===== src/rtl/argb8888_over_rgb565_blend_assert.svh =====
// Assertion macros for the ARGB8888-over-RGB565 blender.
`ifndef ARGB8888_OVER_RGB565_BLEND_ASSERT_SVH
`define ARGB8888_OVER_RGB565_BLEND_ASSERT_SVH
`ifndef SYNTHESIS
`define AB565_ASSERT(lbl, prop, msg) \
  lbl: assert property (@(posedge clk_i) disable iff (!rst_ni) (prop)) else $error(msg);
`define AB565_ASSERT_IMP(lbl, ante, cons, msg) \
  lbl: assert property (@(posedge clk_i) disable iff (!rst_ni) (ante) |-> (cons)) \
    else $error(msg);
`define AB565_ASSERT_NXT(lbl, ante, cons, msg) \
  lbl: assert property (@(posedge clk_i) disable iff (!rst_ni) (ante) |=> (cons)) \
    else $error(msg);
`else
`define AB565_ASSERT(lbl, prop, msg)
`define AB565_ASSERT_IMP(lbl, ante, cons, msg)
`define AB565_ASSERT_NXT(lbl, ante, cons, msg)
`endif
`endif


===== src/rtl/ab565_pkg.sv =====
// Shared types and constants for the ARGB8888-over-RGB565 blender.
package ab565_pkg;

  localparam int unsigned SRC_W   = 32;
  localparam int unsigned DST_W   = 16;
  localparam int unsigned CH_W    = 8;
  localparam int unsigned KEY_W   = 24;
  localparam int unsigned CFG_D_W = 24;

  localparam logic [CH_W-1:0] ALPHA_FULL  = 8'hFF;
  localparam logic [CH_W-1:0] ALPHA_CLEAR = 8'h00;

  typedef enum logic [1:0] {
    REG_GLOBAL_ALPHA  = 2'd0,
    REG_CHROMA_ENABLE = 2'd1,
    REG_KEY_COLOR     = 2'd2
  } cfg_reg_e;

  typedef struct packed {
    logic [CH_W-1:0]  global_alpha;
    logic             chroma_enable;
    logic [KEY_W-1:0] key_color;
  } cfg_t;

endpackage


===== src/rtl/ab565_if.sv =====
// Channel interfaces: pixel requests, blend results and register writes.
interface ab565_pix_if import ab565_pkg::*; ();
  logic             valid;
  logic             ready;
  logic [SRC_W-1:0] src_pixel;
  logic [DST_W-1:0] dst_pixel;

  modport source (output valid, src_pixel, dst_pixel, input ready);
  modport sink   (input valid, src_pixel, dst_pixel, output ready);
endinterface

interface ab565_res_if import ab565_pkg::*; ();
  logic             valid;
  logic             ready;
  logic [DST_W-1:0] new_pixel;
  logic             write_enable;

  modport source (output valid, new_pixel, write_enable, input ready);
  modport sink   (input valid, new_pixel, write_enable, output ready);
endinterface

interface ab565_cfg_if import ab565_pkg::*; ();
  logic               valid;
  logic               ready;
  cfg_reg_e           index;
  logic [CFG_D_W-1:0] data;

  modport source (output valid, index, data, input ready);
  modport sink   (input valid, index, data, output ready);
endinterface


===== src/rtl/argb8888_over_rgb565_blend.sv =====
// ARGB8888-over-RGB565 alpha blender with chroma key, top level.
//
// Blends one ARGB8888 source pixel over one RGB565 destination pixel per
// request and returns the new RGB565 value with a write flag. The datapath
// is a four-stage pipeline (input capture; skip test and alpha product;
// weight select and channel products; sum, scale and pack into the output
// register), and a new request is taken every cycle while results drain.
// Backpressure on the result channel stalls the stages from the output
// backward; a bubble in any stage is filled while later stages wait. Write
// registers only while the pipeline is empty.
`include "argb8888_over_rgb565_blend_assert.svh"
module argb8888_over_rgb565_blend import ab565_pkg::*; (
  input  logic       clk_i,
  input  logic       rst_ni,
  ab565_cfg_if.sink  cfg_i,
  ab565_pix_if.sink  pix_i,
  ab565_res_if.source res_o
);

  cfg_t cfg;

  ab565_cfg u_cfg (
    .clk_i  (clk_i),
    .rst_ni (rst_ni),
    .cfg_i  (cfg_i),
    .cfg_o  (cfg)
  );

  // Stage handshake: a stage loads when it is empty or its successor loads.
  logic v1_q, v2_q, v3_q, v4_q;
  logic en1, en2, en3, en4;

  assign en4 = !v4_q || res_o.ready;
  assign en3 = !v3_q || en4;
  assign en2 = !v2_q || en3;
  assign en1 = !v1_q || en2;
  assign pix_i.ready = en1;

  always_ff @(posedge clk_i or negedge rst_ni) begin
    if (!rst_ni) begin
      v1_q <= 1'b0;
      v2_q <= 1'b0;
      v3_q <= 1'b0;
      v4_q <= 1'b0;
    end else begin
      if (en1) v1_q <= pix_i.valid;
      if (en2) v2_q <= v1_q;
      if (en3) v3_q <= v2_q;
      if (en4) v4_q <= v3_q;
    end
  end

  // Stage 1: capture request.
  logic [SRC_W-1:0] src1_q;
  logic [DST_W-1:0] dst1_q;

  always_ff @(posedge clk_i) begin
    if (en1) begin
      src1_q <= pix_i.src_pixel;
      dst1_q <= pix_i.dst_pixel;
    end
  end

  // Stage 2: skip decision and composite alpha product.
  logic [CH_W-1:0]   sa1;
  logic              skip1;
  logic [2*CH_W-1:0] prod1;

  assign sa1   = src1_q[SRC_W-1 -: CH_W];
  assign skip1 = (cfg.global_alpha == ALPHA_CLEAR)
              || (cfg.chroma_enable && (src1_q[KEY_W-1:0] == cfg.key_color))
              || (sa1 == ALPHA_CLEAR);
  assign prod1 = {{CH_W{1'b0}}, cfg.global_alpha} * {{CH_W{1'b0}}, sa1};

  logic             skip2_q;
  logic [CH_W-1:0]  sa2_q;
  logic [CH_W-1:0]  comp2_q;
  logic [KEY_W-1:0] rgb2_q;
  logic [DST_W-1:0] dst2_q;

  always_ff @(posedge clk_i) begin
    if (en2) begin
      skip2_q <= skip1;
      sa2_q   <= sa1;
      comp2_q <= prod1[2*CH_W-1:CH_W];
      rgb2_q  <= src1_q[KEY_W-1:0];
      dst2_q  <= dst1_q;
    end
  end

  // Stage 3: weight select and channel products.
  logic [CH_W-1:0] w2;

  always_comb begin
    if (cfg.global_alpha == ALPHA_FULL) begin
      w2 = sa2_q;
    end else if (sa2_q == ALPHA_FULL) begin
      w2 = cfg.global_alpha;
    end else begin
      w2 = comp2_q;
    end
  end

  logic [CH_W-1:0] r3, g3, b3;

  ab565_mix u_mix_r (
    .clk_i  (clk_i),
    .en_i   (en3),
    .fg_i   (rgb2_q[23:16]),
    .bg_i   ({dst2_q[15:11], 3'b000}),
    .w_i    (w2),
    .chan_o (r3)
  );

  ab565_mix u_mix_g (
    .clk_i  (clk_i),
    .en_i   (en3),
    .fg_i   (rgb2_q[15:8]),
    .bg_i   ({dst2_q[10:5], 2'b00}),
    .w_i    (w2),
    .chan_o (g3)
  );

  ab565_mix u_mix_b (
    .clk_i  (clk_i),
    .en_i   (en3),
    .fg_i   (rgb2_q[7:0]),
    .bg_i   ({dst2_q[4:0], 3'b000}),
    .w_i    (w2),
    .chan_o (b3)
  );

  logic             skip3_q;
  logic [DST_W-1:0] dst3_q;

  always_ff @(posedge clk_i) begin
    if (en3) begin
      skip3_q <= skip2_q;
      dst3_q  <= dst2_q;
    end
  end

  // Stage 4: sum, truncate to 565 and hold the result.
  logic [DST_W-1:0] pix4_q;
  logic             we4_q;

  always_ff @(posedge clk_i) begin
    if (en4) begin
      pix4_q <= skip3_q ? dst3_q : {r3[7:3], g3[7:2], b3[7:3]};
      we4_q  <= !skip3_q;
    end
  end

  assign res_o.valid        = v4_q;
  assign res_o.new_pixel    = pix4_q;
  assign res_o.write_enable = we4_q;

  // A stalled stage 1 keeps its request.
  `AB565_ASSERT_NXT(a_s1_hold, v1_q && !en2, v1_q && $stable(src1_q) && $stable(dst1_q),
    "stage 1 request changed while stalled")
  // Global alpha of zero must mark the request as skipped.
  `AB565_ASSERT_NXT(a_ga_zero_skip, v1_q && en2 && (cfg.global_alpha == ALPHA_CLEAR),
    v2_q && skip2_q, "global alpha zero did not skip")
  // A skipped result carries the destination pixel unchanged.
  `AB565_ASSERT_NXT(a_skip_passthru, v3_q && en4 && skip3_q,
    !res_o.write_enable && (res_o.new_pixel == $past(dst3_q)),
    "skipped result altered the destination pixel")

endmodule


===== src/rtl/ab565_cfg.sv =====
// Blend configuration registers.
module ab565_cfg import ab565_pkg::*; (
  input  logic        clk_i,
  input  logic        rst_ni,
  ab565_cfg_if.sink   cfg_i,
  output cfg_t        cfg_o
);

  cfg_t cfg_q, cfg_d;

  assign cfg_i.ready = 1'b1;

  always_comb begin
    cfg_d = cfg_q;
    if (cfg_i.valid) begin
      unique case (cfg_i.index)
        REG_GLOBAL_ALPHA:  cfg_d.global_alpha  = cfg_i.data[CH_W-1:0];
        REG_CHROMA_ENABLE: cfg_d.chroma_enable = cfg_i.data[0];
        REG_KEY_COLOR:     cfg_d.key_color     = cfg_i.data[KEY_W-1:0];
        default: ;  // drop writes to unmapped registers
      endcase
    end
  end

  always_ff @(posedge clk_i or negedge rst_ni) begin
    if (!rst_ni) begin
      cfg_q.global_alpha  <= ALPHA_FULL;
      cfg_q.chroma_enable <= 1'b0;
      cfg_q.key_color     <= '0;
    end else begin
      cfg_q <= cfg_d;
    end
  end

  assign cfg_o = cfg_q;

endmodule


===== src/rtl/ab565_mix.sv =====
// One color channel: registered weighted products, then sum and scale.
module ab565_mix import ab565_pkg::*; (
  input  logic            clk_i,
  input  logic            en_i,
  input  logic [CH_W-1:0] fg_i,
  input  logic [CH_W-1:0] bg_i,
  input  logic [CH_W-1:0] w_i,
  output logic [CH_W-1:0] chan_o
);

  logic [CH_W:0]     inv_w;
  logic [2*CH_W-1:0] fg_prod_q;
  logic [2*CH_W:0]   bg_prod_q;
  logic [2*CH_W:0]   sum;

  // 256 - w, nine bits
  assign inv_w = {1'b1, {CH_W{1'b0}}} - {1'b0, w_i};

  always_ff @(posedge clk_i) begin
    if (en_i) begin
      fg_prod_q <= {{CH_W{1'b0}}, fg_i} * {{CH_W{1'b0}}, w_i};
      bg_prod_q <= {{(CH_W+1){1'b0}}, bg_i} * {{CH_W{1'b0}}, inv_w};
    end
  end

  // Sum never exceeds 255*256, so the top bit stays clear.
  assign sum    = {1'b0, fg_prod_q} + bg_prod_q;
  assign chan_o = sum[2*CH_W-1:CH_W];

endmodule


===== src/flat_wrapper.sv =====
// flat-port wrapper written by rule: the top's interface ports become plain ports
module argb8888_over_rgb565_blend_flat import ab565_pkg::*;
  (clk_i, rst_ni, cfg_i_valid, cfg_i_index, cfg_i_data, cfg_i_ready, pix_i_valid, pix_i_src_pixel, pix_i_dst_pixel, pix_i_ready, res_o_valid, res_o_new_pixel, res_o_write_enable, res_o_ready);
  ab565_cfg_if cfg_i_i ();
  ab565_pix_if pix_i_i ();
  ab565_res_if res_o_i ();
  input  logic clk_i;
  input  logic rst_ni;
  input wire logic [$bits(cfg_i_i.valid)-1:0] cfg_i_valid;
  input wire logic [$bits(cfg_i_i.index)-1:0] cfg_i_index;
  input wire logic [$bits(cfg_i_i.data)-1:0] cfg_i_data;
  output wire logic [$bits(cfg_i_i.ready)-1:0] cfg_i_ready;
  input wire logic [$bits(pix_i_i.valid)-1:0] pix_i_valid;
  input wire logic [$bits(pix_i_i.src_pixel)-1:0] pix_i_src_pixel;
  input wire logic [$bits(pix_i_i.dst_pixel)-1:0] pix_i_dst_pixel;
  output wire logic [$bits(pix_i_i.ready)-1:0] pix_i_ready;
  output wire logic [$bits(res_o_i.valid)-1:0] res_o_valid;
  output wire logic [$bits(res_o_i.new_pixel)-1:0] res_o_new_pixel;
  output wire logic [$bits(res_o_i.write_enable)-1:0] res_o_write_enable;
  input wire logic [$bits(res_o_i.ready)-1:0] res_o_ready;
  assign cfg_i_i.valid = cfg_i_valid;
  assign cfg_i_i.index = cfg_i_index;
  assign cfg_i_i.data = cfg_i_data;
  assign cfg_i_ready = cfg_i_i.ready;
  assign pix_i_i.valid = pix_i_valid;
  assign pix_i_i.src_pixel = pix_i_src_pixel;
  assign pix_i_i.dst_pixel = pix_i_dst_pixel;
  assign pix_i_ready = pix_i_i.ready;
  assign res_o_valid = res_o_i.valid;
  assign res_o_new_pixel = res_o_i.new_pixel;
  assign res_o_write_enable = res_o_i.write_enable;
  assign res_o_i.ready = res_o_ready;
  argb8888_over_rgb565_blend u_core (.clk_i(clk_i), .rst_ni(rst_ni), .cfg_i(cfg_i_i), .pix_i(pix_i_i), .res_o(res_o_i));
endmodule

===== config.mk =====
export PLATFORM = sky130hd
export DESIGN_NAME = argb8888_over_rgb565_blend_flat
export DESIGN_NICKNAME = d
export VERILOG_FILES = /design/src/rtl/ab565_pkg.sv /design/src/rtl/ab565_if.sv /design/src/rtl/argb8888_over_rgb565_blend.sv /design/src/rtl/ab565_cfg.sv /design/src/rtl/ab565_mix.sv /design/src/flat_wrapper.sv
export VERILOG_INCLUDE_DIRS = /design/src /design/src/rtl
export SDC_FILE = /design/constraint.sdc
export NUM_CORES = 1
export LEC_CHECK = 0
export CAP_MARGIN = 20
export CORE_MARGIN = 2
export CORE_UTILIZATION = 42
export CTS_CLUSTER_DIAMETER = 120
export DETAILED_ROUTE_END_ITERATION = 10
export DONT_BUFFER_PORTS = 1
export PLACE_DENSITY = 0.56
export REMOVE_ABC_BUFFERS = 1
export SLEW_MARGIN = 10
export SYNTH_ARGS = -nofsm -noshare
export SYNTH_HDL_FRONTEND = slang
export SYNTH_HIERARCHICAL = 1
export SYNTH_SLANG_ARGS = --single-unit

===== constraint.sdc =====
create_clock -name clk_i -period 7.24 [get_ports clk_i]
set_input_delay 1.448 -clock clk_i [delete_from_list [all_inputs] [get_ports clk_i]]
set_output_delay 1.448 -clock clk_i [all_outputs]
set_load 0.05 [all_outputs]

==> metrics.md <==
| Metric | Value |
|---|---|
| Max_slew headroom | 28.1% |
| CTS Hold Bufs | 0 |
| Status | finished clean |
| Maximum achievable frequency | 0.149 GHz |
| Hold slack | 416 ps |
| Final setup viols | 0 |
| Routability cong. | 0.844 |
| Global-route wire length before repair | 94.8 mm |
| Final ANT Viol Nets | 0 |
| Met3 usage in global routing | 3.76% |
| Unrepaired setup endpoints after global routing | no |
| # rows | 91 |
| Yosys warning total | 6 |
| Num Clock Sinks | 272 |
| Slowest-stage cell, CP | o21ai_4 |
| CTS root buffer | clkbuf_16 |
| Clock Latency Late Sink | 560 ps |
| Clock slew at reported path FFs | 60 ps |
| Worst path top cell family by delay | adder cells |
| CTS tree | done |
| DRC | 0 |
| Area grow syn2layout | 10.0% |
| Cell area after synthesis | 26200 um^2 |
| I/O pin cnt | 99 |
| Max_cap viols | 0 |
| Die ar. | 64300 um^2 |
| Largest net degree at the start of global routing | 63 |
| Cts bufs inserted | 36 |
| Die Height | 254 um |
| CP arrival | 7030 ps |
| Sum of buffers and inverters on the critical path | 3 |
| Average size of a mapped cell | 10.7 um^2 |
| Grt met2 use | 31.8% |
| Final min period | 6700 ps |
| Slew @ Worst Pin | 1070 ps |
| CP Launch Type | flip-flop |
| CP cell instances | nand4_1 > nor2_2 > mux2i_1 > o21ai_4 > inv_1 > ha_1 > nand2_1 > xor2_1 > and2_1 > fa_1 > fa_1 > fa_1 > inv_1 > fa_1 > inv_1 > ha_1 > o21a_1 > o21ai_0 > a21oi_1 > o21ai_1 > or4b_1 > o311ai_0 |
| Worst Hold Class | reg2reg |
| Slew Limit Fails | 0 |
| Initial core utilization | 42.5% |
| Critical Path RT | 7570 ps |
| I/O Buffers | 0 |
| Routed wire length | 57.8 mm |
| Final net count | 3162 |
| Vias | 16827 |
| Tcrit/Tclk final | 92.5% |
| Most used cell, CP | fa_1 |
| CTS H-Tree Depth | 2 |
| DP HPWL | 44.4 mm |
| Skew final | 28.1 ps |
| Initial antenna violation count | 4 |
| Total gr overflow | 0 |
| Final Hold Vio Count | 0 |
| Core footprint | 61600 um^2 |
| Layout filler cell count | 5740 |
| Clock buffer depth | 3 |
| CP max stage delay | 570 ps |
| Crit Path Class | reg2reg |
| Setup bufs post-CTS | 0 |
| GRT Max-Usage Layer | met2 |
| Critical Path Fanout Max | 17 |
| Die width | 254 um |
| Vias per cell | 4.96 |
| Cells after synthesis | 2437 |
| Met1 global-route usage | 24.9% |
| WL per Instance | 17.0 um |
| Drt initial violations | 877 |
| Gr usage total | 18.8% |
| Critical path endpoint category | flip-flop |
| Vias in the first global route | 18109 |
| Iteration count of the initial detailed-routing pass | 5 |
| Fraction of layout cells with a size suffix above 1 | 7.64% |
## layout make-up
type / instances / area (um^2) / share of cell area (%)
Antenna cell: 1 / 2.50 / 0.00870
Clock buffer: 43 / 970 / 3.37
Clock inverter: 22 / 240 / 0.835
Inverter: 399 / 1500 / 5.21
Multi-Input combinational cell: 1787 / 16800 / 58.3
Sequential cell: 272 / 7990 / 27.8
Tap cell: 837 / 1050 / 3.64
Timing Repair Buffer: 30 / 245 / 0.852
## state kept, by name (all words and copies together), names as in the netlist, 8 cells and up
name,flops
u_core/u_cfg/cfg_o,33
u_core/comp2_q,8
u_core/u_mix_g/fg_prod_q,16
u_core/src1_q,32
u_core/res_o.new_pixel,16
u_core/u_mix_b/bg_prod_q,16
u_core/u_mix_r/bg_prod_q,16
u_core/sa2_q,8
u_core/rgb2_q,24
u_core/dst1_q,16
u_core/u_mix_b/fg_prod_q,16
u_core/dst2_q,16
u_core/u_mix_g/bg_prod_q,16
u_core/dst3_q,16
u_core/u_mix_r/fg_prod_q,16
## per-layer routing
| layer | part of all wire, % | vias up | wire length [um] |
|---|---|---|---|
| met5 | 0.064 | - | 37 |
| met4 | 2.2 | 6 | 1290 |
| met3 | 4.6 | 79 | 2680 |
| met2 | 47 | 283 | 27400 |
| met1 | 46 | 8337 | 26400 |
| li1 | - | 8122 | - |
## through the flow
step | utilization (%) | area, um^2 | instances | TNS [ps] | setup WS (ps)
2_1_floorplan | - | 26200 | 2458 | -3860 | -447
3_3_place_gp | 44.7 | 27500 | 3324 | 0 | 613
3_5_place_dp | 44.7 | 27500 | 3324 | 0 | 378
4_1_cts | 46.6 | 28700 | 3389 | 0 | 329
5_1_grt | 46.7 | 28800 | 3390 | 0 | 120
6_report | 46.7 | 28800 | 3391 | 0 | 544
## placed cells by master (no fill, tap or decap), types with 53 or more instances in the layout
cell type / instances
a21oi_1: 70
and2_1: 320
conb_1: 73
edfxtp_1: 235
fa_1: 266
ha_1: 291
inv_1: 399
nand2_1: 207
nor2_1: 53
xnor2_1: 90
## worst paths after layout
check                                                from  cells past startpoint  slack (ps)                                      to
worst max register to register  u_core/sa2_q[7]$_DFFE_PP_                     22         540  u_core/u_mix_r/bg_prod_q[13]$_DFFE_PP_
max in group asynchronous                          rst_ni                      0        6470      u_core/u_cfg/cfg_o[31]$_DFFE_PN1P_
worst max-delay path            u_core/sa2_q[7]$_DFFE_PP_                     22         540  u_core/u_mix_r/bg_prod_q[13]$_DFFE_PP_
worst min register to register   u_core/skip2_q$_DFFE_PP_                      0         420                u_core/skip3_q$_DFFE_PP_
worst min-delay path             u_core/skip2_q$_DFFE_PP_                      0         420                u_core/skip3_q$_DFFE_PP_
min in group asynchronous                          rst_ni                      0         590      u_core/u_cfg/cfg_o[24]$_DFFE_PN0P_
## what timing repair did
action | CTS | global route
hold endpoints to repair | 0 | 0
resized for setup | 0 | 1
endpoints found under the setup margin | 0 | 3
Power is left out: the tool's default activity adds up to more than one toggle a clock period on the data nets, which glitch-free logic cannot reach.
